<file path="src/hw/rtl/rrts_pkg.sv">
// ----------------------------------------------------------------------------
// rrts_pkg
// Shared types and constants for the round-robin task scheduler: table
// sizes, task state and operation codes, and the request, response and
// slot-pick structures.
// ----------------------------------------------------------------------------
package rrts_pkg;

  localparam int MAX_SLOTS   = 16;
  localparam int NUM_SIGNALS = 32;
  localparam int SLOT_W      = $clog2(MAX_SLOTS);
  localparam int CNT_W       = $clog2(MAX_SLOTS + 1);
  localparam int PEND_W      = 32;

  typedef enum logic [1:0] {
    TS_READY   = 2'd0,
    TS_RUNNING = 2'd1,
    TS_BLOCKED = 2'd2,
    TS_ZOMBIE  = 2'd3
  } tstate_t;

  typedef enum logic [2:0] {
    OP_CREATE = 3'd0,
    OP_TICK   = 3'd1,
    OP_BLOCK  = 3'd2,
    OP_WAKEUP = 3'd3,
    OP_EXIT   = 3'd4,
    OP_KILL   = 3'd5
  } op_t;

  typedef struct packed {
    logic [2:0] op;
    logic [3:0] slot;
    logic [4:0] signal_number;
  } req_t;

  typedef struct packed {
    logic        status;
    logic        switched;
    logic [3:0]  from_slot;
    logic [3:0]  to_slot;
    logic [3:0]  created_slot;
    logic [31:0] target_pending;
  } rsp_t;

  typedef struct packed {
    logic              found;
    logic [SLOT_W-1:0] slot;
  } pick_t;

endpackage

</file>
<file path="src/hw/rtl/rrts_ram.sv">
// ----------------------------------------------------------------------------
// rrts_ram
// Generic single-write, single-read synchronous RAM with a registered read.
// ----------------------------------------------------------------------------
module rrts_ram #(
  parameter int WIDTH = 8,
  parameter int DEPTH = 16
) (
  input  logic                     clk,
  input  logic                     we,
  input  logic [$clog2(DEPTH)-1:0] waddr,
  input  logic [WIDTH-1:0]         wdata,
  input  logic [$clog2(DEPTH)-1:0] raddr,
  output logic [WIDTH-1:0]         rdata
);

  logic [WIDTH-1:0] mem [DEPTH];

  always_ff @(posedge clk) begin
    if (we) begin
      mem[waddr] <= wdata;
    end
    rdata <= mem[raddr];
  end

endmodule

</file>
<file path="src/hw/rtl/rrts_pick.sv">
// ----------------------------------------------------------------------------
// rrts_pick
// Rotating priority encoder: finds the first ready slot after the running
// slot, wrapping around, and never picks the running slot itself.
// ----------------------------------------------------------------------------
module rrts_pick (
  input  logic [rrts_pkg::MAX_SLOTS-1:0] ready_vec,
  input  logic [rrts_pkg::SLOT_W-1:0]    run,
  output rrts_pkg::pick_t                pick
);
  import rrts_pkg::*;

  logic [MAX_SLOTS-1:0] cand;
  logic [MAX_SLOTS-1:0] above;

  always_comb begin
    for (int i = 0; i < MAX_SLOTS; i++) begin
      cand[i]  = ready_vec[i] && (i != int'(run));
      above[i] = cand[i] && (i > int'(run));
    end
    pick.found = |cand;
    pick.slot  = '0;
    // Lowest candidate overall covers the wrap; a candidate above the
    // running slot takes precedence.
    for (int i = MAX_SLOTS - 1; i >= 0; i--) begin
      if (cand[i]) begin
        pick.slot = SLOT_W'(i);
      end
    end
    for (int i = MAX_SLOTS - 1; i >= 0; i--) begin
      if (above[i]) begin
        pick.slot = SLOT_W'(i);
      end
    end
  end

endmodule

</file>
<file path="src/hw/rtl/round_robin_task_scheduler_unit.sv">
// ----------------------------------------------------------------------------
// round_robin_task_scheduler_unit
// Flow: an accepted request executes in S_EXEC once its task state and
// pending-signal RAM reads are back; a switching tick adds S_WR2.
// The response is registered, and both states wait while it is stalled.
// Only one request is in flight: the next is accepted only in S_IDLE.
// Reset: synchronous; slot 0 is running, one task exists, no signals pending.
// ----------------------------------------------------------------------------
module round_robin_task_scheduler_unit (
  input  logic           clk,
  input  logic           rst,
  input  logic           req_valid,
  output logic           req_ready,
  input  rrts_pkg::req_t req,
  output logic           rsp_valid,
  input  logic           rsp_ready,
  output rrts_pkg::rsp_t rsp
);
  import rrts_pkg::*;

  typedef enum logic [2:0] {
    S_IDLE = 3'b001,
    S_EXEC = 3'b010,
    S_WR2  = 3'b100
  } fsm_t;

  fsm_t                 state, state_next;
  req_t                 req_q;
  pick_t                pick, pick_q;
  logic [SLOT_W-1:0]    addr_q, rd_addr;
  logic [CNT_W-1:0]     total, total_next;
  logic [SLOT_W-1:0]    run, run_next;
  logic [MAX_SLOTS-1:0] ready_vec;
  logic                 st0_vld, pd0_vld;

  logic                 st_we, pd_we;
  logic [SLOT_W-1:0]    st_waddr, pd_waddr;
  tstate_t              st_wdata;
  logic [1:0]           st_rdata;
  logic [PEND_W-1:0]    pd_wdata, pd_rdata;

  tstate_t              st_cur;
  logic [PEND_W-1:0]    pd_cur, pd_set;
  logic                 accept, out_free, tgt_ok, sig_ok, rsp_load;
  rsp_t                 rsp_next;

  assign req_ready = (state == S_IDLE);
  assign accept    = req_valid && req_ready;
  assign out_free  = !rsp_valid || rsp_ready;

  // Block, wakeup and kill address the requested slot; the rest the running one.
  always_comb begin
    if (state != S_IDLE) begin
      rd_addr = addr_q;
    end else if (req.op == OP_BLOCK || req.op == OP_WAKEUP || req.op == OP_KILL) begin
      rd_addr = SLOT_W'(req.slot);
    end else begin
      rd_addr = run;
    end
  end

  rrts_ram #(.WIDTH(2), .DEPTH(MAX_SLOTS)) u_state_ram (
    .clk   (clk),
    .we    (st_we),
    .waddr (st_waddr),
    .wdata (st_wdata),
    .raddr (rd_addr),
    .rdata (st_rdata)
  );

  rrts_ram #(.WIDTH(PEND_W), .DEPTH(MAX_SLOTS)) u_pend_ram (
    .clk   (clk),
    .we    (pd_we),
    .waddr (pd_waddr),
    .wdata (pd_wdata),
    .raddr (rd_addr),
    .rdata (pd_rdata)
  );

  rrts_pick u_pick (
    .ready_vec (ready_vec),
    .run       (run),
    .pick      (pick)
  );

  // Slot 0 holds its reset contents until its entry is first written.
  assign st_cur = (addr_q == '0 && !st0_vld) ? TS_RUNNING : tstate_t'(st_rdata);
  assign pd_cur = (addr_q == '0 && !pd0_vld) ? '0 : pd_rdata;
  assign pd_set = pd_cur | (PEND_W'(1) << req_q.signal_number);
  assign tgt_ok = int'(req_q.slot) < int'(total);
  assign sig_ok = (req_q.signal_number != '0) &&
                  (int'(req_q.signal_number) < NUM_SIGNALS);

  always_comb begin
    state_next             = state;
    total_next             = total;
    run_next               = run;
    st_we                  = 1'b0;
    st_waddr               = addr_q;
    st_wdata               = TS_READY;
    pd_we                  = 1'b0;
    pd_waddr               = addr_q;
    pd_wdata               = pd_cur;
    rsp_load               = 1'b0;
    rsp_next               = '0;
    rsp_next.from_slot     = 4'(run);
    rsp_next.to_slot       = 4'(run);
    unique case (state)
      S_IDLE: begin
        if (accept) begin
          state_next = S_EXEC;
        end
      end
      S_EXEC: begin
        if (out_free) begin
          rsp_load   = 1'b1;
          state_next = S_IDLE;
          case (op_t'(req_q.op))
            OP_CREATE: begin
              if (int'(total) >= MAX_SLOTS) begin
                rsp_next.status = 1'b1;
              end else begin
                st_we                 = 1'b1;
                st_waddr              = SLOT_W'(total);
                st_wdata              = TS_READY;
                pd_we                 = 1'b1;
                pd_waddr              = SLOT_W'(total);
                pd_wdata              = '0;
                total_next            = total + CNT_W'(1);
                rsp_next.created_slot = 4'(total);
              end
            end
            OP_TICK: begin
              if (pick_q.found) begin
                // Demote the old task now if still running, promote the new one in S_WR2.
                rsp_load   = 1'b0;
                state_next = S_WR2;
                if (st_cur == TS_RUNNING) begin
                  st_we    = 1'b1;
                  st_wdata = TS_READY;
                end
              end
            end
            OP_BLOCK: begin
              if (!tgt_ok || st_cur == TS_ZOMBIE) begin
                rsp_next.status = 1'b1;
              end else begin
                st_we    = 1'b1;
                st_wdata = TS_BLOCKED;
              end
              if (tgt_ok) begin
                rsp_next.target_pending = pd_cur;
              end
            end
            OP_WAKEUP: begin
              if (!tgt_ok) begin
                rsp_next.status = 1'b1;
              end else begin
                if (st_cur == TS_BLOCKED) begin
                  st_we    = 1'b1;
                  st_wdata = TS_READY;
                end
                rsp_next.target_pending = pd_cur;
              end
            end
            OP_EXIT: begin
              st_we                   = 1'b1;
              st_wdata                = TS_ZOMBIE;
              rsp_next.target_pending = pd_cur;
            end
            OP_KILL: begin
              if (!sig_ok || !tgt_ok || st_cur == TS_ZOMBIE) begin
                rsp_next.status = 1'b1;
                if (tgt_ok) begin
                  rsp_next.target_pending = pd_cur;
                end
              end else begin
                pd_we    = 1'b1;
                pd_wdata = pd_set;
                if (st_cur == TS_BLOCKED) begin
                  st_we    = 1'b1;
                  st_wdata = TS_READY;
                end
                rsp_next.target_pending = pd_set;
              end
            end
            default: begin
              rsp_next.status = 1'b1;
            end
          endcase
        end
      end
      S_WR2: begin
        if (out_free) begin
          st_we             = 1'b1;
          st_waddr          = pick_q.slot;
          st_wdata          = TS_RUNNING;
          run_next          = pick_q.slot;
          rsp_load          = 1'b1;
          rsp_next.switched = 1'b1;
          rsp_next.to_slot  = 4'(pick_q.slot);
          state_next        = S_IDLE;
        end
      end
      default: begin
        state_next = S_IDLE;
      end
    endcase
  end

  always_ff @(posedge clk) begin
    if (rst) begin
      state     <= S_IDLE;
      total     <= CNT_W'(1);
      run       <= '0;
      ready_vec <= '0;
      st0_vld   <= 1'b0;
      pd0_vld   <= 1'b0;
      rsp_valid <= 1'b0;
    end else begin
      state <= state_next;
      total <= total_next;
      run   <= run_next;
      // The ready vector mirrors every state write for the tick search.
      if (st_we) begin
        ready_vec[st_waddr] <= (st_wdata == TS_READY);
        if (st_waddr == '0) begin
          st0_vld <= 1'b1;
        end
      end
      if (pd_we && pd_waddr == '0) begin
        pd0_vld <= 1'b1;
      end
      if (rsp_load) begin
        rsp_valid <= 1'b1;
      end else if (rsp_ready) begin
        rsp_valid <= 1'b0;
      end
    end
  end

  always_ff @(posedge clk) begin
    if (accept) begin
      req_q  <= req;
      addr_q <= rd_addr;
      pick_q <= pick;
    end
    if (rsp_load) begin
      rsp <= rsp_next;
    end
  end

`ifndef NO_ASSERTIONS
  a_ready_occupied: assert property (@(posedge clk) disable iff (rst)
    (ready_vec >> total) == '0)
    else $error("ready bit set on an empty slot");

  a_total_range: assert property (@(posedge clk) disable iff (rst)
    total != '0 && int'(total) <= MAX_SLOTS)
    else $error("task count out of range");

  a_run_occupied: assert property (@(posedge clk) disable iff (rst)
    int'(run) < int'(total))
    else $error("running slot is not occupied");

  a_one_in_flight: assert property (@(posedge clk) disable iff (rst)
    accept |=> !req_ready)
    else $error("request accepted while another is in flight");

  a_switch_moves: assert property (@(posedge clk) disable iff (rst)
    rsp_valid |-> (!rsp.switched || rsp.to_slot != rsp.from_slot))
    else $error("switch reported without a change of running slot");
`endif

endmodule
</file>
<file path="config.mk">
export PLATFORM = sky130hd
export DESIGN_NAME = round_robin_task_scheduler_unit
export DESIGN_NICKNAME = d
export VERILOG_FILES = /design/src/hw/rtl/rrts_pkg.sv /design/src/hw/rtl/rrts_ram.sv /design/src/hw/rtl/rrts_pick.sv /design/src/hw/rtl/round_robin_task_scheduler_unit.sv
export SDC_FILE = /design/constraint.sdc
export NUM_CORES = 1
export LEC_CHECK = 0
export ABC_AREA = 1
export BUFFER_PORTS_ARGS = -buffer_cell sky130_fd_sc_hd__buf_2
export CAP_MARGIN = 20
export CORE_MARGIN = 3
export CORE_UTILIZATION = 50
export DETAILED_ROUTE_END_ITERATION = 7
export PLACE_DENSITY = 0.65
export REMOVE_ABC_BUFFERS = 1
export SKIP_CTS_REPAIR_TIMING = 1
export SLEW_MARGIN = 25
export SYNTH_ARGS = -nofsm -noshare
export SYNTH_HDL_FRONTEND = slang
export SYNTH_SLANG_ARGS = --single-unit
</file>
<file path="constraint.sdc">
create_clock -name clk -period 7.6 [get_ports clk]
set_input_delay 1.52 -clock clk [delete_from_list [all_inputs] [get_ports clk]]
set_output_delay 1.52 -clock clk [all_outputs]
set_load 0.005 [all_outputs]
</file>
# [Word level (Yosys, flattened, before mapping)]
# Memories as Yosys holds them, arrays and structs flattened. A register that Yosys moved wholly into a read port is not among the register bits.
# Index checks and enable logic that the tools add are counted.
[totals] ram_bits=544 rom_bits=0 n_memories=2 out_inout_bits=48 ff_bits=98 wordCells=241 latch_bits=0
[mem_list] name="u_pend_ram.mem" words=16 width=32 rd=1 rd_clocked_by_memory_dff=1 write_ports=1 line="rrts_ram.sv:17" source="logic [WIDTH-1:0] mem [DEPTH];"
[mem_list] name="u_state_ram.mem" words=16 width=2 rd=1 rd_clocked_by_memory_dff=1 write_ports=1 line="rrts_ram.sv:17"
[op_classes] shift=1 addsub=1 n_mux=94 div=0 mul=0 n_reduce_logical=65 n_eq_ne=33 bitwise_logic=5 magnitude_cmp=19
[op_table] cell="32-bit 2-to-1 mux" n=7
[op_table] cell="4-bit 2-to-1 mux" n=33
[op_table] cell="32-bit case mux with 3 select lines" n=1
[op_table] cell="32-bit case mux with 2 select lines" n=1
[op_table] cell="1-bit logical AND" n=36
[op_table] cell="4-bit > comparator (first input constant)" n=8
[op_table] cell="4-bit inequality test (first input constant)" n=8
[op_table] cell="32-bit OR" n=1
[op_table] cell="1-bit by 5-bit << shifter with 32-bit output (first input constant)" n=1
[op_table] cell="1-bit 2-to-1 mux" n=27
[op_table] cell="3-bit 2-to-1 mux" n=9
[op_table] cell="16-bit bitwise mux" n=1
[op_table] cell="3-bit by 4-bit > comparator with 1-bit output (first input constant)" n=4
[op_table] cell="3-bit by 4-bit inequality test with 1-bit output (first input constant)" n=4
[op_table] cell="16-bit OR reduction" n=1
[op_table] cell="3-bit by 2-bit equality test with 1-bit output (second input constant)" n=5
[op_table] cell="3-bit equality test (second input constant)" n=4
[op_table] cell="4-bit logical NOT" n=3
[op_table] cell="2-bit 2-to-1 mux" n=5
[op_table] cell="3-bit case mux with 3 select lines" n=1
[op_table] cell="2-bit by 4-bit > comparator with 1-bit output (first input constant)" n=2
[op_table] cell="2-bit by 4-bit inequality test with 1-bit output (first input constant)" n=2
[op_table] cell="2-bit case mux with 2 select lines" n=2
[op_table] cell="4-bit case mux with 2 select lines" n=1
[op_table] cell="32 further kinds" n=51

# [Depth between registers and ports, before layout]
# Gate-level depths: netlist (run 1).
[logic_depth] ltp_word=32 mapped_depth=34

# [Hierarchy]
# A second synthesis (run 1) with hierarchy kept.
[unflattened] hier_cells=3177 area_unflattened_um2=30933.4
[modules_own_cells] module="rrts_ram at u_pend_ram" cells_per_inst=2120 area_per_inst_um2=22730.6 instances=1
[modules_own_cells] module="round_robin_task_scheduler_unit" cells_per_inst=761 area_per_inst_um2=6063.3 instances=1
[modules_own_cells] module="rrts_ram at u_state_ram" cells_per_inst=159 area_per_inst_um2=1531.5 instances=1
[modules_own_cells] module="rrts_pick" cells_per_inst=137 area_per_inst_um2=608.1 instances=1

# [Least setup slack after synthesis (run 1)]
# No wires, ideal clock.
[synth_timing] path_kind="in2reg" startpoint="in rsp_ready" endpoint="reg rsp[0] in the netlist's numbering, enable pin" arrival_time_ns=5.274 n_path_buf=0 stages=4 setup_slack_ns=1.811 path_cell_list="nor2_1 > nor2_1 > inv_1 > o21ai_0"
[synth_between] elab_chain_cells=3 elab_cells_between_ends=4
[synth_rtl] element="from (decl)" line="round_robin_task_scheduler_unit.sv:16" source="input logic rsp_ready,"
[synth_rtl] element="1-bit logical OR (*)" line="round_robin_task_scheduler_unit.sv:49" source="assign out_free = !rsp_valid || rsp_ready;"
[synth_rtl] element="1-bit 2-to-1 mux, on equally long branches" line="round_robin_task_scheduler_unit.sv:194, round_robin_task_scheduler_unit.sv:115"
[synth_rtl] element="1-bit case mux with 2 select lines (*)" line="round_robin_task_scheduler_unit.sv:108" source="unique case (state)"
[synth_rtl] element="named net rsp_load" line="round_robin_task_scheduler_unit.sv:44" source="logic accept, out_free, tgt_ok, sig_ok, rsp_load;"
[synth_rtl] element="to (signal assigned)" line="round_robin_task_scheduler_unit.sv:249" source="rsp <= rsp_next;"
[synth_rtl] element="to (decl)" line="round_robin_task_scheduler_unit.sv:17" source="output rrts_pkg::rsp_t rsp"
# The timed path passes the listed nets; every way through them passes the cells marked *.
# A chain may end at the register's enable or synchronous reset.

# [Worst setup path in the final report (run 1)]
[layout_timing] startpoint="reg total[1]" endpoint="mem u_pend_ram.mem[7][15] in the netlist's numbering, enable pin"
[layout_between] elab_chain_cells=10 elab_cells_between_ends=16
[layout_rtl] element="from (decl)" line="round_robin_task_scheduler_unit.sv:31" source="logic [CNT_W-1:0] total, total_next;"
[layout_rtl] element="from (signal assigned)" line="round_robin_task_scheduler_unit.sv:222" source="total <= total_next;"
[layout_rtl] element="4-bit by 5-bit < comparator with 1-bit output" line="round_robin_task_scheduler_unit.sv:90" source="assign tgt_ok = int'(req_q.slot) < int'(total);"
[layout_rtl] element="1-bit logical NOT" line="round_robin_task_scheduler_unit.sv:172" source="if (!sig_ok || !tgt_ok || st_cur == TS_ZOMBIE) begin"
[layout_rtl] element="1-bit logical OR (2 in series)" line="round_robin_task_scheduler_unit.sv:172"
[layout_rtl] element="1-bit 2-to-1 mux" line="round_robin_task_scheduler_unit.sv:172"
[layout_rtl] element="1-bit case mux with 2 select lines" line="round_robin_task_scheduler_unit.sv:118" source="case (op_t'(req_q.op))"
[layout_rtl] element="1-bit 2-to-1 mux" line="round_robin_task_scheduler_unit.sv:115" source="if (out_free) begin"
[layout_rtl] element="1-bit 2-to-1 mux" line="round_robin_task_scheduler_unit.sv:108"
[layout_rtl] element="1-bit 2-to-1 mux" line="rrts_ram.sv:20" source="if (we) begin"
[layout_rtl] element="1-bit 2-to-1 mux (not written as such)" line="rrts_ram.sv:21" source="mem[waddr] <= wdata;"
[layout_rtl] element="to (decl)" line="rrts_ram.sv:17"
# Parallel ways exist; a longest one is shown, timed or not.

==> flow_summary_export.csv, run 1 <==
group,metric,value,unit
status,status,"finished clean",
global_route,grt_first_pass_wirelength,113000,µm
power_and_ir_drop,vdd_drop_max,0.285,mV
power_and_ir_drop,power_frac_seq,39.4,%
placement,dp_hpwl,41200,µm
logic_synthesis,synthTopCellsByCount,"edfxtp_1 (611), nor2_1 (346), nand2_1 (288)",
setup_path,arrival,4.82,ns
drt,dr_wl_met3,6080,µm
logic_synthesis,yosys-top-cells-area,"edfxtp_1 (65%), dfxtp_1 (4.6%), nor2_1 (4.6%)",
setup_path,ff2ff_setup_slack,3.05,ns
drt,top_layer,"met4",
placement,place.gp.congestion,0.884,
finish,fin_nets,2460,
placement,port_buffers,63,
finish,final_area,32100,µm²
sta,hold_violations,0,
drt,drcViolationCount,0,
logic_synthesis,synthCells,2395,
logic_synthesis,synth_edf_count,611,
global_route,grt_overflow,0,
finish,num_antenna_cells,0,
setup_path,crit_path_start_kind,"flip-flop",
logic_synthesis,synth_top_area_cell,"edfxtp_1",
sta,setup_slack,3.05,ns
drt,vias_per_cell,5.97,
drt,drt_iter0_drc,2074,
sta,min_period_over_period,59.9,%
power_and_ir_drop,powerDensity,385,nW/µm²
drt,dr_wl_met2,35100,µm
floorplan,rows,86,
logic_synthesis,synth_top_area_share,65.0,%
clock_network,cts.clk_slew.worst_paths,0.06,ns
floorplan,die-area,59300,µm²
placement,postPlaceCellArea,29400,µm²
logic_synthesis,yosysMostFrequentCell,"edfxtp_1",
clock_network,clk-insertion-delay-late,0.61,ns
logic_synthesis,ys_types,45,
global_route,grt_pass1_vias,18811,
global_route,antenna_found_initial,1,
power_and_ir_drop,power_frac_clock,29.9,%
placement,dp.cells,3105,
global_route,grt_start_max_net_pins,232,
power_and_ir_drop,power.internal,8080,µW
logic_synthesis,seq_area_frac_synth,69.6,%
sta,max_slew_margin,34.2,%
power_and_ir_drop,power,12400,µW
sta,rsz0062_at_grt,"no",
setup_path,crit_type,"reg -> reg",
finish,finalNonFillerCells,3245,
worst_hold_path,hp-class,"reg -> reg",
logic_synthesis,synthArstFlopShare,0,%
placement,place_ws,2.66,ns
drt,vias,19360,
floorplan,io_pins,64,
drt,wl_met1,31500,µm
logic_synthesis,synth_ff_type,"edfxtp_1",
clock_network,htree_levels,3,
sta,max_freq,220,MHz
clock_network,cts_sinks,676,
sta,slew_violations,0,
clock_network,tritoncts,"done",
sta,fin_crit,4.55,ns
logic_synthesis,ys_warn_count,0,
power_and_ir_drop,p_sw,4270,µW
run,maxCapViolCount,0,
setup_path,cp_data_required_time,7.87,ns
floorplan,die_w,244,µm
finish,fillers,4468,
logic_synthesis,syn_area_per_cell,11.8,µm²
finish,drive_gt1_share,17.1,%
clock_network,clockBufferDepth,3,
power_and_ir_drop,switching_share,34.6,%
setup_path,r2r_cells,20,
drt,wl_per_cell,23.0,µm
logic_synthesis,synth_area,28200,µm²
sta,fin_worst_skew,0.0293,ns
floorplan,start_util,50.8,%
sta,setup_violations,0,
logic_synthesis,yosys_register_bits,676,
sta,tightest_slew,0.987,ns
drt,wl,74700,µm
global_route,track_usage,25.1,%
setup_path,critPathMaxFanout,32,
drt,final_antenna_net_count,0,
finish,final_core_util,57.8,%
clock_network,root_buffer,"clkbuf_16",
power_and_ir_drop,share_comb_of_total_power,30.7,%
finish,syn_to_final_growth,13.6,%
clock_network,cts-buffers-inserted,72,
worst_hold_path,worstHoldPathCells,2,
floorplan,die_height,244,µm
drt,dr.pass1.iters,6,
floorplan,coreArea,55500,µm²
setup_path,endpoint_kind,"flip-flop",
power_and_ir_drop,p_leak,0.0111,µW
-- metrics by stage --
stage	TNS, ns	hold slack [ns]
finish	0	0.479
global route	0	0.501
CTS	0	0.477
detailed placement	0	0.464
global placement	0	0.451
floorplan	-134.27	0.431
-- final cells by class --
type	instances	area [µm²]	share of cell area [%]
Tap cell	748	936	2.92
Timing Repair Buffer	111	693	2.16
Clock inverter	32	407	1.27
Sequential cell	676	19600	61.3
Inverter	131	509	1.59
Multi-Input combinational cell	1447	7740	24.1
Clock buffer	100	2140	6.69
-- cells by family (layout without fill, tap and decap cells) --
logic type,Yosys count,in the layout,share of synthesized area [%]
fa+ha+maj,5,5,0.222
compound gates,585,585,13.4
simple gates,857,857,13.1
buf+inv,272,374,3.67
flops,676,676,69.6
-- worst max-delay path, stage by stage (launching register included) --
cell and delay [ns]:
dfxtp_1 0.36, inv_1 0.11, ha_1 0.29, nand2_1 0.07, nor2_1 0.04, o21ai_1 0.06, nand3_1 0.12, buf_4 0.27
inv_2 0.16, nand2_2 0.13, inv_2 0.08, o21ai_2 0.05, buf_4 0.27, nor2_4 0.18, inv_1 0.07, nor2_1 0.21
nor2_1 0.12, nor3_1 0.25, inv_1 0.20, nor2_4 0.75, buf_4 0.39
-- cells in the final DEF (no fill, tap or decap), drive strengths merged, types with 6 or more instances in the layout --
master      n
edfxtp    611
nor2      355
nand2     294
o21ai     233
inv       128
or2       114
buf       106
clkbuf    105
o211ai     85
a21oi      82
nand3      73
dfxtp      65
o221ai     64
o311ai     47
o32ai      27
clkinv     20
a31oi      19
nor3       13
bufinv      9
a32oi       8
a211oi      8
clkinvlp    6
-- metal layers --
layer | global-route usage (%) | vias to the layer above
met5 | 0 | -
met4 | 8.51 | 0
met3 | 3.82 | 152
met2 | 40.4 | 865
met1 | 35.3 | 9506
li1 | - | 8837
-- worst paths after layout --
path             from               endpoint
min reg2reg   pd0_vld                pd0_vld
min           pd0_vld                pd0_vld
max reg2reg  total[1]  u_pend_ram.mem[7][15]
max          total[1]  u_pend_ram.mem[7][15]
-- power by group through the flow --
stage | clock network [µW] | registers, µW | logic, µW
global route | 3900 | 4880 | 4210
detailed placement | 0 | 4950 | 3690
floorplan | 0 | 4910 | 2550
CTS | 3750 | 4870 | 3710
global placement | 0 | 4950 | 3600
finish | 3690 | 4860 | 3790
-- registers in the layout (all words and copies together) (netlist names), 4 cells and up --
signal	flops
pick_q	5
ready_vec	16
u_state_ram.mem	32
u_pend_ram.mem	512
run	4
rsp	46
addr_q	4
req_q	12
u_pend_ram.rdata	32
total	5
No activity file was read; power rests on OpenSTA's default activity.
==> run 2, diff against run 1 <==
==> constraint.sdc (replaced) <==
create_clock -name clk -period 4.59 [get_ports clk]
set_input_delay 0.918 -clock clk [delete_from_list [all_inputs] [get_ports clk]]
set_output_delay 0.918 -clock clk [all_outputs]
set_load 0.005 [all_outputs]
==> flow_summary_export.csv, run 2 (synthesis gave the netlist of run 1 again) <==
group,metric,value,unit
clock_network,cts.clk_slew.worst_paths,0.07,ns
drt,dr.pass1.iters,5,
setup_path,endpoint_kind,"flip-flop",
floorplan,rows,86,
sta,slew_violations,0,
drt,wl,76200,µm
sta,max_slew_margin,28.2,%
worst_hold_path,hp-class,"reg -> reg",
floorplan,die_height,244,µm
finish,largest_reg_flops,512,
sta,holdWs,0.455,ns
floorplan,start_util,50.8,%
finish,layout_common_cells,"edfxtp_1 (611), nor2_1 (334), nand2_1 (287), o21ai_0 (219), or2_2 (113)",
global_route,grt_overflow,0,
setup_path,critPathMaxFanout,16,
drt,vias,19630,
sta,setup_violations,0,
sta,min_period_over_period,83.4,%
global_route,track_usage,25.5,%
finish,fillers,4449,
floorplan,die-area,59300,µm²
placement,postPlaceCellArea,29800,µm²
floorplan,io_pins,64,
clock_network,tritoncts,"done",
finish,finalNonFillerCells,3262,
finish,num_antenna_cells,0,
power_and_ir_drop,p_leak,0.0111,µW
global_route,grt_pass1_vias,18904,
clock_network,cts_sinks,676,
sta,tightest_slew,1.08,ns
floorplan,coreArea,55500,µm²
sta,max_freq,261,MHz
finish,final_area,32200,µm²
placement,dp.cells,3130,
finish,final_common_cell,"edfxtp_1",
clock_network,clk-insertion-delay-late,0.61,ns
clock_network,clockBufferDepth,3,
global_route,antenna_found_initial,0,
status,status,"finished clean",
placement,port_buffers,63,
drt,drt_iter0_drc,2337,
clock_network,cts-buffers-inserted,70,
worst_hold_path,hold_path_end,"total[4]",
setup_path,crit_type,"reg -> reg",
sta,rsz0062_at_grt,"no",
setup_path,arrival,4.08,ns
setup_path,reg2reg_to,"u_pend_ram.mem[5][5]",
finish,drive_gt1_share,16.9,%
finish,multi_input_area,7720,µm²
power_and_ir_drop,vdd_drop_max,0.650,mV
finish,fin_nets,2477,
global_route,grt_first_pass_wirelength,115000,µm
worst_hold_path,worstHoldPathCells,2,
finish,seq_area,19600,µm²
finish,syn_to_final_growth,14.0,%
power_and_ir_drop,powerDensity,630,nW/µm²
worst_hold_path,min_from,"total[3]",
drt,vias_per_cell,6.02,
setup_path,cp_slowest_cell,"a21oi_1",
drt,drcViolationCount,0,
setup_path,critPathTopFamily,"compound AO/OA/AOI/OAI gates",
clock_network,htree_levels,3,
finish,regMostFlops,"u_pend_ram.mem",
drt,wl_per_cell,23.4,µm
setup_path,path_buf_inv,5,
drt,final_antenna_net_count,0,
setup_path,max_stage_delay,0.82,ns
sta,fin_worst_skew,0.0277,ns
setup_path,crit_path_start_kind,"flip-flop",
global_route,grt_start_max_net_pins,139,
placement,dp_hpwl,43000,µm
finish,reg_top3,"u_pend_ram.mem (512), rsp (46)",
floorplan,die_w,244,µm
clock_network,root_buffer,"clkbuf_16",
setup_path,r2r-start,"total[3]",
setup_path,cp_data_required_time,4.84,ns
setup_path,ff2ff_setup_slack,0.76,ns
finish,final_core_util,57.9,%
placement,place.gp.congestion,0.925,
sta,hold_violations,0,
power_and_ir_drop,power,20300,µW
setup_path,r2r_cells,14,
run,maxCapViolCount,0,
sta,fin_crit,3.83,ns
setup_path,crit_chain,"inv_1, ha_1, nand2_1, or2_1, nand3_1, inv_2, nand2_2, inv_2, o21ai_2, inv_1, buf_4, a31oi_1, nor2_1, a21oi_1",
-- run 2: changes by cell type in the layout (fill, tap and decap cells not counted), moves of 2 or more --
cell,previous run,this run
clkbuf_1,11,21
inv_2,23,25
bufinv_16,9,5
clkbuf_8,11,6
clkinvlp_4,6,0
clkbuf_16,78,73
clkinv_1,7,13
inv_4,2,0
clkbuf_4,4,1
inv_6,1,5
buf_12,2,23
-- run 2: routing by layer --
metal / routed length (µm) / vias up / track usage [%]
li1: - / 8887 / -
met1: 32100 / 9693 / 35.8
met2: 35700 / 884 / 40.2
met3: 5900 / 166 / 4.28
met4: 2490 / 0 / 9.61
met5: 0 / - / 0
-- run 2: worst max path at each step --
stage | startpoint | endpoint | cells after the start
after global routing | total[3] | u_pend_ram.mem[7][3] | 18
final | total[3] | u_pend_ram.mem[5][5] | 14
after CTS | total[3] | u_pend_ram.mem[6][2] | 14
after detailed placement | total[3] | u_pend_ram.mem[6][2] | 14
after global placement | total[1] | u_pend_ram.mem[12][15] | 15
after floorplan | req[11] | u_pend_ram.rdata[28] | 11
-- run 2: power breakdown --
part / total (µW) / switching, µW / leakage, µW / internal, µW
Sequential: 8060 / 181 / 0.00612 / 7880
Combinational: 6570 / 4710 / 0.00385 / 1860
Clock: 5620 / 2320 / 0.00112 / 3310
-- run 2: per-stage QoR --
step / worst slack, ns / TNS (ns)
2_1_floorplan: -6.39 / -244.92
3_3_place_gp: 0.765 / 0
3_5_place_dp: 0.703 / 0
4_1_cts: 0.692 / 0
5_1_grt: 0.483 / 0
6_report: 0.763 / 0
-- run 2: tightest hold or removal path, cell delays in order (launching register included) --
cell and delay (ns):
dfxtp_1 0.31, nand2_1 0.06, a21oi_1 0.05
-- run 2: layout make-up --
cell class	instances	share of cell area, %
clock buffer	100	6.18
multi-input combinational	1447	24.0
sequential	676	61.1
inverter	131	1.57
clock inverter	30	0.863
tap	748	2.91
timing repair buffer	130	3.41
==> run 3, diff against run 2 <==
==> constraint.sdc (replaced) <==
create_clock -name clk -period 3.8 [get_ports clk]
set_input_delay 0.76 -clock clk [delete_from_list [all_inputs] [get_ports clk]]
set_output_delay 0.76 -clock clk [all_outputs]
set_load 0.005 [all_outputs]
==> flow_summary_export.csv, run 3 (synthesis gave the netlist of run 1 again) <==
group,metric,value,unit
setup_path,endpoint_kind,"flip-flop",
global_route,grt_overflow,0,
setup_path,cp_data_required_time,4.07,ns
floorplan,die-area,59300,µm²
floorplan,die_height,244,µm
setup_path,cp_slowest_cell,"nor2_4",
finish,syn_to_final_growth,14.8,%
floorplan,rows,86,
global_route,grt_first_pass_wirelength,115000,µm
setup_path,crit_type,"reg -> reg",
finish,finalNonFillerCells,3286,
clock_network,cts-buffers-inserted,70,
finish,final_core_util,58.3,%
placement,dp_hpwl,45100,µm
placement,dp.cells,3157,
drt,final_antenna_net_count,0,
finish,drive_gt1_share,17.5,%
sta,slew_violations,0,
worst_hold_path,hp-class,"in -> reg",
setup_path,critPathMaxFanout,25,
drt,wl_per_cell,23.0,µm
finish,layout_common_cells,"edfxtp_1 (611), nor2_1 (334), nand2_1 (287), o21ai_0 (219), or2_2 (113)",
sta,rsz0062_at_grt,"no",
placement,place_ws,0.180,ns
status,status,"finished clean",
drt,vias_per_cell,5.95,
floorplan,coreArea,55500,µm²
power_and_ir_drop,p_leak,0.0112,µW
setup_path,arrival,3.72,ns
finish,num_antenna_cells,0,
clock_network,root_buffer,"clkbuf_16",
sta,setup_slack,0.353,ns
power_and_ir_drop,power,24500,µW
finish,reg_top3,"u_pend_ram.mem (512), rsp (46)",
clock_network,clk-insertion-delay-late,0.61,ns
sta,fin_crit,3.45,ns
sta,fin_worst_skew,0.0262,ns
global_route,track_usage,25.4,%
clock_network,cts.clk_slew.worst_paths,0.05,ns
finish,fin_nets,2511,
setup_path,crit_path_start_kind,"flip-flop",
drt,drt_iter0_drc,2162,
finish,fillers,4500,
drt,drcViolationCount,0,
finish,largest_reg_flops,512,
clock_network,cts_sinks,676,
drt,vias,19562,
placement,postPlaceCellArea,30200,µm²
clock_network,htree_levels,3,
finish,final_area,32400,µm²
global_route,antenna_found_initial,2,
global_route,grt_start_max_net_pins,116,
finish,final_common_cell,"edfxtp_1",
run,maxCapViolCount,0,
floorplan,die_w,244,µm
sta,hold_violations,0,
sta,setup_violations,0,
sta,tightest_slew,1.03,ns
power_and_ir_drop,powerDensity,756,nW/µm²
sta,max_freq,290,MHz
clock_network,clockBufferDepth,3,
drt,dr.pass1.iters,6,
power_and_ir_drop,vdd_drop_max,0.417,mV
floorplan,start_util,50.8,%
sta,max_slew_margin,31.7,%
placement,place.gp.congestion,0.896,
sta,min_period_over_period,90.7,%
global_route,grt_pass1_vias,18775,
floorplan,io_pins,64,
drt,wl,75600,µm
setup_path,crit_chain,"inv_1, ha_1, nand2_1, nor2_1, o21ai_1, nand3_1, inv_2, nand2_2, inv_2, o21ai_2, nor2_4, inv_1, nor2_1, nor2_1, inv_2, nand2_1, nor2_4, buf_12",
setup_path,max_stage_delay,0.36,ns
clock_network,tritoncts,"done",
placement,port_buffers,63,
finish,regMostFlops,"u_pend_ram.mem",
## run 3: cell types whose count changed in the layout (fill, tap and decap cells not counted), moves of 2 or more
cell        change
buf_4          +23
buf_12          +8
a21oi_1         +5
a21oi_2         -5
clkbuf_8        -5
inv_6           -3
clkbuf_1        +2
clkbuf_16       -2
clkbuf_4        +2
clkinv_1        -2
clkinv_2        -2
clkinvlp_4      +2
## run 3: final cells by class
type	instances	area [µm²]	area share (%)
clock buffers	95	1880	5.79
flip-flops and latches	676	19600	60.7
clock inverters	25	249	0.769
repair buffers	164	1470	4.55
multi-input cells	1447	7700	23.8
inverters	131	504	1.56
well taps	748	936	2.89
## run 3: final timing paths
path | from | cells after the start | slack [ns] | to
setup / recovery | total[1] | 18 | 0.35 | u_pend_ram.mem[1][24]
hold reg to reg | total[3] | 2 | 0.46 | total[4]
setup reg to reg | total[1] | 18 | 0.35 | u_pend_ram.mem[1][24]
hold / removal | req[3] | 1 | 0.36 | req_q[3]
## run 3: power breakdown
group / leakage [µW] / total (µW) / switching [µW] / internal (µW)
clock network: 0.00103 / 6510 / 2730 / 3790
registers: 0.00612 / 9750 / 239 / 9510
logic: 0.00407 / 8210 / 5700 / 2510
## run 3: metrics by stage
stage / hold slack (ns) / TNS [ns]
2_1_floorplan: 0.431 / -469.94
3_3_place_gp: 0.456 / 0
3_5_place_dp: 0.454 / 0
4_1_cts: 0.322 / 0
5_1_grt: 0.330 / 0
6_report: 0.356 / 0
## run 3: routing by layer
layer	track usage, %	part of all wire [%]	up-vias	wire [µm]
met5	0	0.012	-	9
met4	8.00	2.9	2	2210
met3	4.83	8.3	172	6240
met2	40.2	46	905	34900
met1	36.1	43	9540	32200
li1	-	-	8943	-
## run 3: worst max-delay path, delay by kind of cell, from the launching register on
family / cells / cell delay (ns)
buffers and inverters: 6 / 0.80
AND/OR/NAND/NOR: 9 / 1.47
adder cells (fa/ha/maj): 1 / 0.28
flip-flops: 1 / 0.35
AO/OA/AOI/OAI: 2 / 0.18
